$ cat config.mk
export PLATFORM = sky130hd
export DESIGN_NAME = pias_vmem
export DESIGN_NICKNAME = d
export VERILOG_FILES = /design/src/pias_vmem.sv
export SDC_FILE = /design/constraint.sdc
export NUM_CORES = 1
export LEC_CHECK = 0
export BUFFER_PORTS_ARGS = -buffer_cell sky130_fd_sc_hd__buf_2
export CAP_MARGIN = 20
export CORE_ASPECT_RATIO = 1.4
export CORE_UTILIZATION = 30
export CTS_CLUSTER_SIZE = 30
export DETAILED_ROUTE_END_ITERATION = 10
export SKIP_LAST_GASP = 1
export SYNTH_ARGS = -nofsm -noshare
export SYNTH_HDL_FRONTEND = slang
export SYNTH_SLANG_ARGS = --single-unit
$ cat constraint.sdc
create_clock -name i_clk -period 7.6 [get_ports i_clk]
set_input_delay 1.14 -clock i_clk [delete_from_list [all_inputs] [get_ports i_clk]]
set_output_delay 1.14 -clock i_clk [all_outputs]
set_load 0.005 [all_outputs]
$ cat src/pias_vmem.sv
// Vertex memory: one write port, one read port, registered read.
// Depends on nothing.
module pias_vmem #(
    parameter int DEPTH = 32,
    parameter int AW    = 5
) (
    input  logic          i_clk,
    input  logic          i_we,
    input  logic [AW-1:0] i_waddr,
    input  logic [31:0]   i_wdata,
    input  logic [AW-1:0] i_raddr,
    output logic [31:0]   o_rdata
);
    logic [31:0] r_mem [DEPTH];
    always_ff @(posedge i_clk) begin
        if (i_we) begin
            r_mem[i_waddr] <= i_wdata;
        end
        o_rdata <= r_mem[i_raddr];
    end
endmodule

==> flow_summary.json <==
{
  "cts_tree": "done",
  "hold_buffers": 0,
  "drc": 4,
  "period_needed_ns": 3.26,
  "cts.clk_slew.worst_paths_ns": 0.07,
  "wl_per_cell_um": 24.4,
  "grt_usage": 0.147,
  "clock_path_buffers": 3,
  "max-cap-violations": 0,
  "nets": 2393,
  "synth.distinct_cells": 25,
  "clkSinkCount": 1056,
  "relSlewSlack": 0.271,
  "grt_pass1_wl_um": 146000,
  "yosys-top-cells-area": "edfxtp_1 76%, mux2i_1 13%, a22oi_1 1.8%, dfxtp_1 1.6%, a22o_1 1.4%",
  "fin_crit_sh": 0.429,
  "slowest_stage": "buf_4",
  "place_ws_ns": 3.54,
  "multi_input_area_mm2": 0.00861,
  "final_common_cell": "edfxtp_1",
  "avgSynthCellArea_um2": 17.9,
  "wl_um": 102000,
  "switching_share": 0.215,
  "fp.dieW_um": 312,
  "p_per_area_mw_per_mm2": 256,
  "syn_area_mm2": 0.0405,
  "vias": 20718,
  "p_clk_frac": 0.398,
  "stdcell_count": 4200,
  "ys_ff_latch": 1056,
  "grt_max_degree": 129,
  "layout_common_cells": "1024 x edfxtp_1, 512 x mux2i_1, 98 x nand3_1",
  "fin_ws_ns": 4.34,
  "slew_violations": 0,
  "synth_fp_nets": 2304,
  "num_rows": 159,
  "crit_required_ns": 8.08,
  "drt_iter0_markers": 1649,
  "grt_overflow": 0,
  "antenna_found_initial": 11,
  "syn_to_final_growth_pct": 13.7,
  "violations": "DRC",
  "post-cts-setup-buffers": 0,
  "avgViaCountPerCell": 4.93,
  "dp_hpwl_um": 49600,
  "worstPathCellList": "buf_2 > nor2_4 > buf_4 > a22o_1 > nor3_1 > a31oi_1 > nand3_1",
  "ys_seq_area_frac": 0.775,
  "combPwrFrac": 0.049,
  "end_kind": "register",
  "outcome": "finished, violations left",
  "clock_latency_ns": 0.68,
  "yosys_warnings": 0,
  "worst_slew_pin_slew_ns": 1.09,
  "fmax_mhz": 307,
  "port_buffers": 75,
  "io_pins": 76,
  "first_pass_iters": 8,
  "initial_core_util": 0.302,
  "regArea_mm2": 0.0314,
  "max-vdd-ir-drop_mv": 0.153,
  "syn_inst": 2260,
  "cts_resized": 0,
  "setup_tns_ns": 0,
  "max_stage_delay_ns": 0.86,
  "grt_pass1_vias": 20528,
  "seq_power_share": 0.553,
  "p_leak_nw": 15.6,
  "cts_inserted_buffers": 91,
  "internal_power_w": 0.00924,
  "fin_hold_ws_ns": 0.590,
  "cts-root-buf": "clkbuf_16",
  "rsz0062_at_grt": "false",
  "crit_fanout": 61,
  "setup_viol": 0,
  "detail-route-antenna-nets": 0,
  "h-tree-depth": 3,
  "path_class": "primary input to register",
  "critPathLaunchType": "primary input",
  "nFillCells": 12606,
  "core_area_mm2": 0.134,
  "finalClockSkew_ns": 0.0151,
  "design.die.area_mm2": 0.136,
  "gp_congestion": 0.727,
  "final_layout_size_suffix_gt1_frac": 0.126,
  "yosysTopAreaCellShare": 0.760,
  "hold_class": "register to register",
  "p_sw_w": 0.00253,
  "crit_arrival_ns": 3.73,
  "finalHoldViolations": 0,
  "dpl.cell_count": 4027,
  "synth_top_cell_by_area": "edfxtp_1",
  "power_w": 0.0118,
  "die_height_um": 437,
  "reg2reg_setup_slack_ns": 6.04
}
[critical path: cells and delay by family]
kind | cells | cell delay [ns]
buffers and inverters | 2 | 1.00
AO/OA/AOI/OAI | 2 | 0.58
AND/OR/NAND/NOR | 3 | 0.99
[sequential cells by signal, indices dropped and copies added, names as in the netlist]
name     cells
o_rdata     32
r_mem     1024
[cells in the mapped netlist]
cell type  instances
edfxtp_1        1024
mux2i_1          512
nand2_1           98
nand3_1           98
a21oi_1           96
a22oi_1           96
a22o_1            64
clkbuf_1          46
nor2_1            34
buf_4             33
a31oi_1           32
dfxtp_1           32
nor3_1            32
buf_2             26
buf_6             15
buf_1              5
nand3b_1           5
or3b_2             3
clkbuf_4           2
nand2b_1           2
and2_1             1
and2b_1            1
nor2b_1            1
or2_2              1
or3_1              1
[logic make-up after synthesis]
kind of cell / after synthesis / share of synthesized area
mux: 512 / 0.127
buf+inv: 127 / 0.0186
flops: 1056 / 0.775
compound gates: 288 / 0.0485
simple gates: 277 / 0.0310
[metrics by stage]
step | cell area [um^2] | utilization
finish | 46000 | 0.343
global route | 46000 | 0.343
CTS | 46000 | 0.343
detailed placement | 43000 | 0.321
global placement | 43000 | 0.321
floorplan | 40500 | -
[final timing paths]
path | from | to | cells after the start
worst max-delay path | i_raddr[1] | o_rdata[27] | 7
worst min-delay path | r_mem[10][16] | o_rdata[16] | 4
worst max register to register | r_mem[6][27] | o_rdata[27] | 5
worst min register to register | r_mem[10][16] | o_rdata[16] | 4
[power groups by stage]
stage          combinational (W)  clock (W)  sequential, W
3_5_place_dp            0.000583          0        0.00664
6_report                0.000579    0.00469        0.00651
3_3_place_gp            0.000576          0        0.00663
2_1_floorplan           0.000334          0        0.00662
5_1_grt                 0.000624    0.00497        0.00651
4_1_cts                 0.000584    0.00478        0.00651
[final cells by class]
type	instances	share of cell area
Tap cell	1771	0.0481
Sequential cell	1056	0.682
Clock inverter	55	0.0122
Antenna cell	2	0.000109
Clock buffer	116	0.0533
Multi-Input combinational cell	1077	0.187
Timing Repair Buffer	123	0.0173
[layer usage]
metal / global-route usage / vias up / routed length [um]
met3: 0.0282 / 175 / 6150
met4: 0.0549 / 18 / 3160
li1: - / 9126 / -
met2: 0.254 / 622 / 51800
met5: 0 / - / 114
met1: 0.182 / 10777 / 41100
Note: power is estimated with default switching activity, not from simulation.
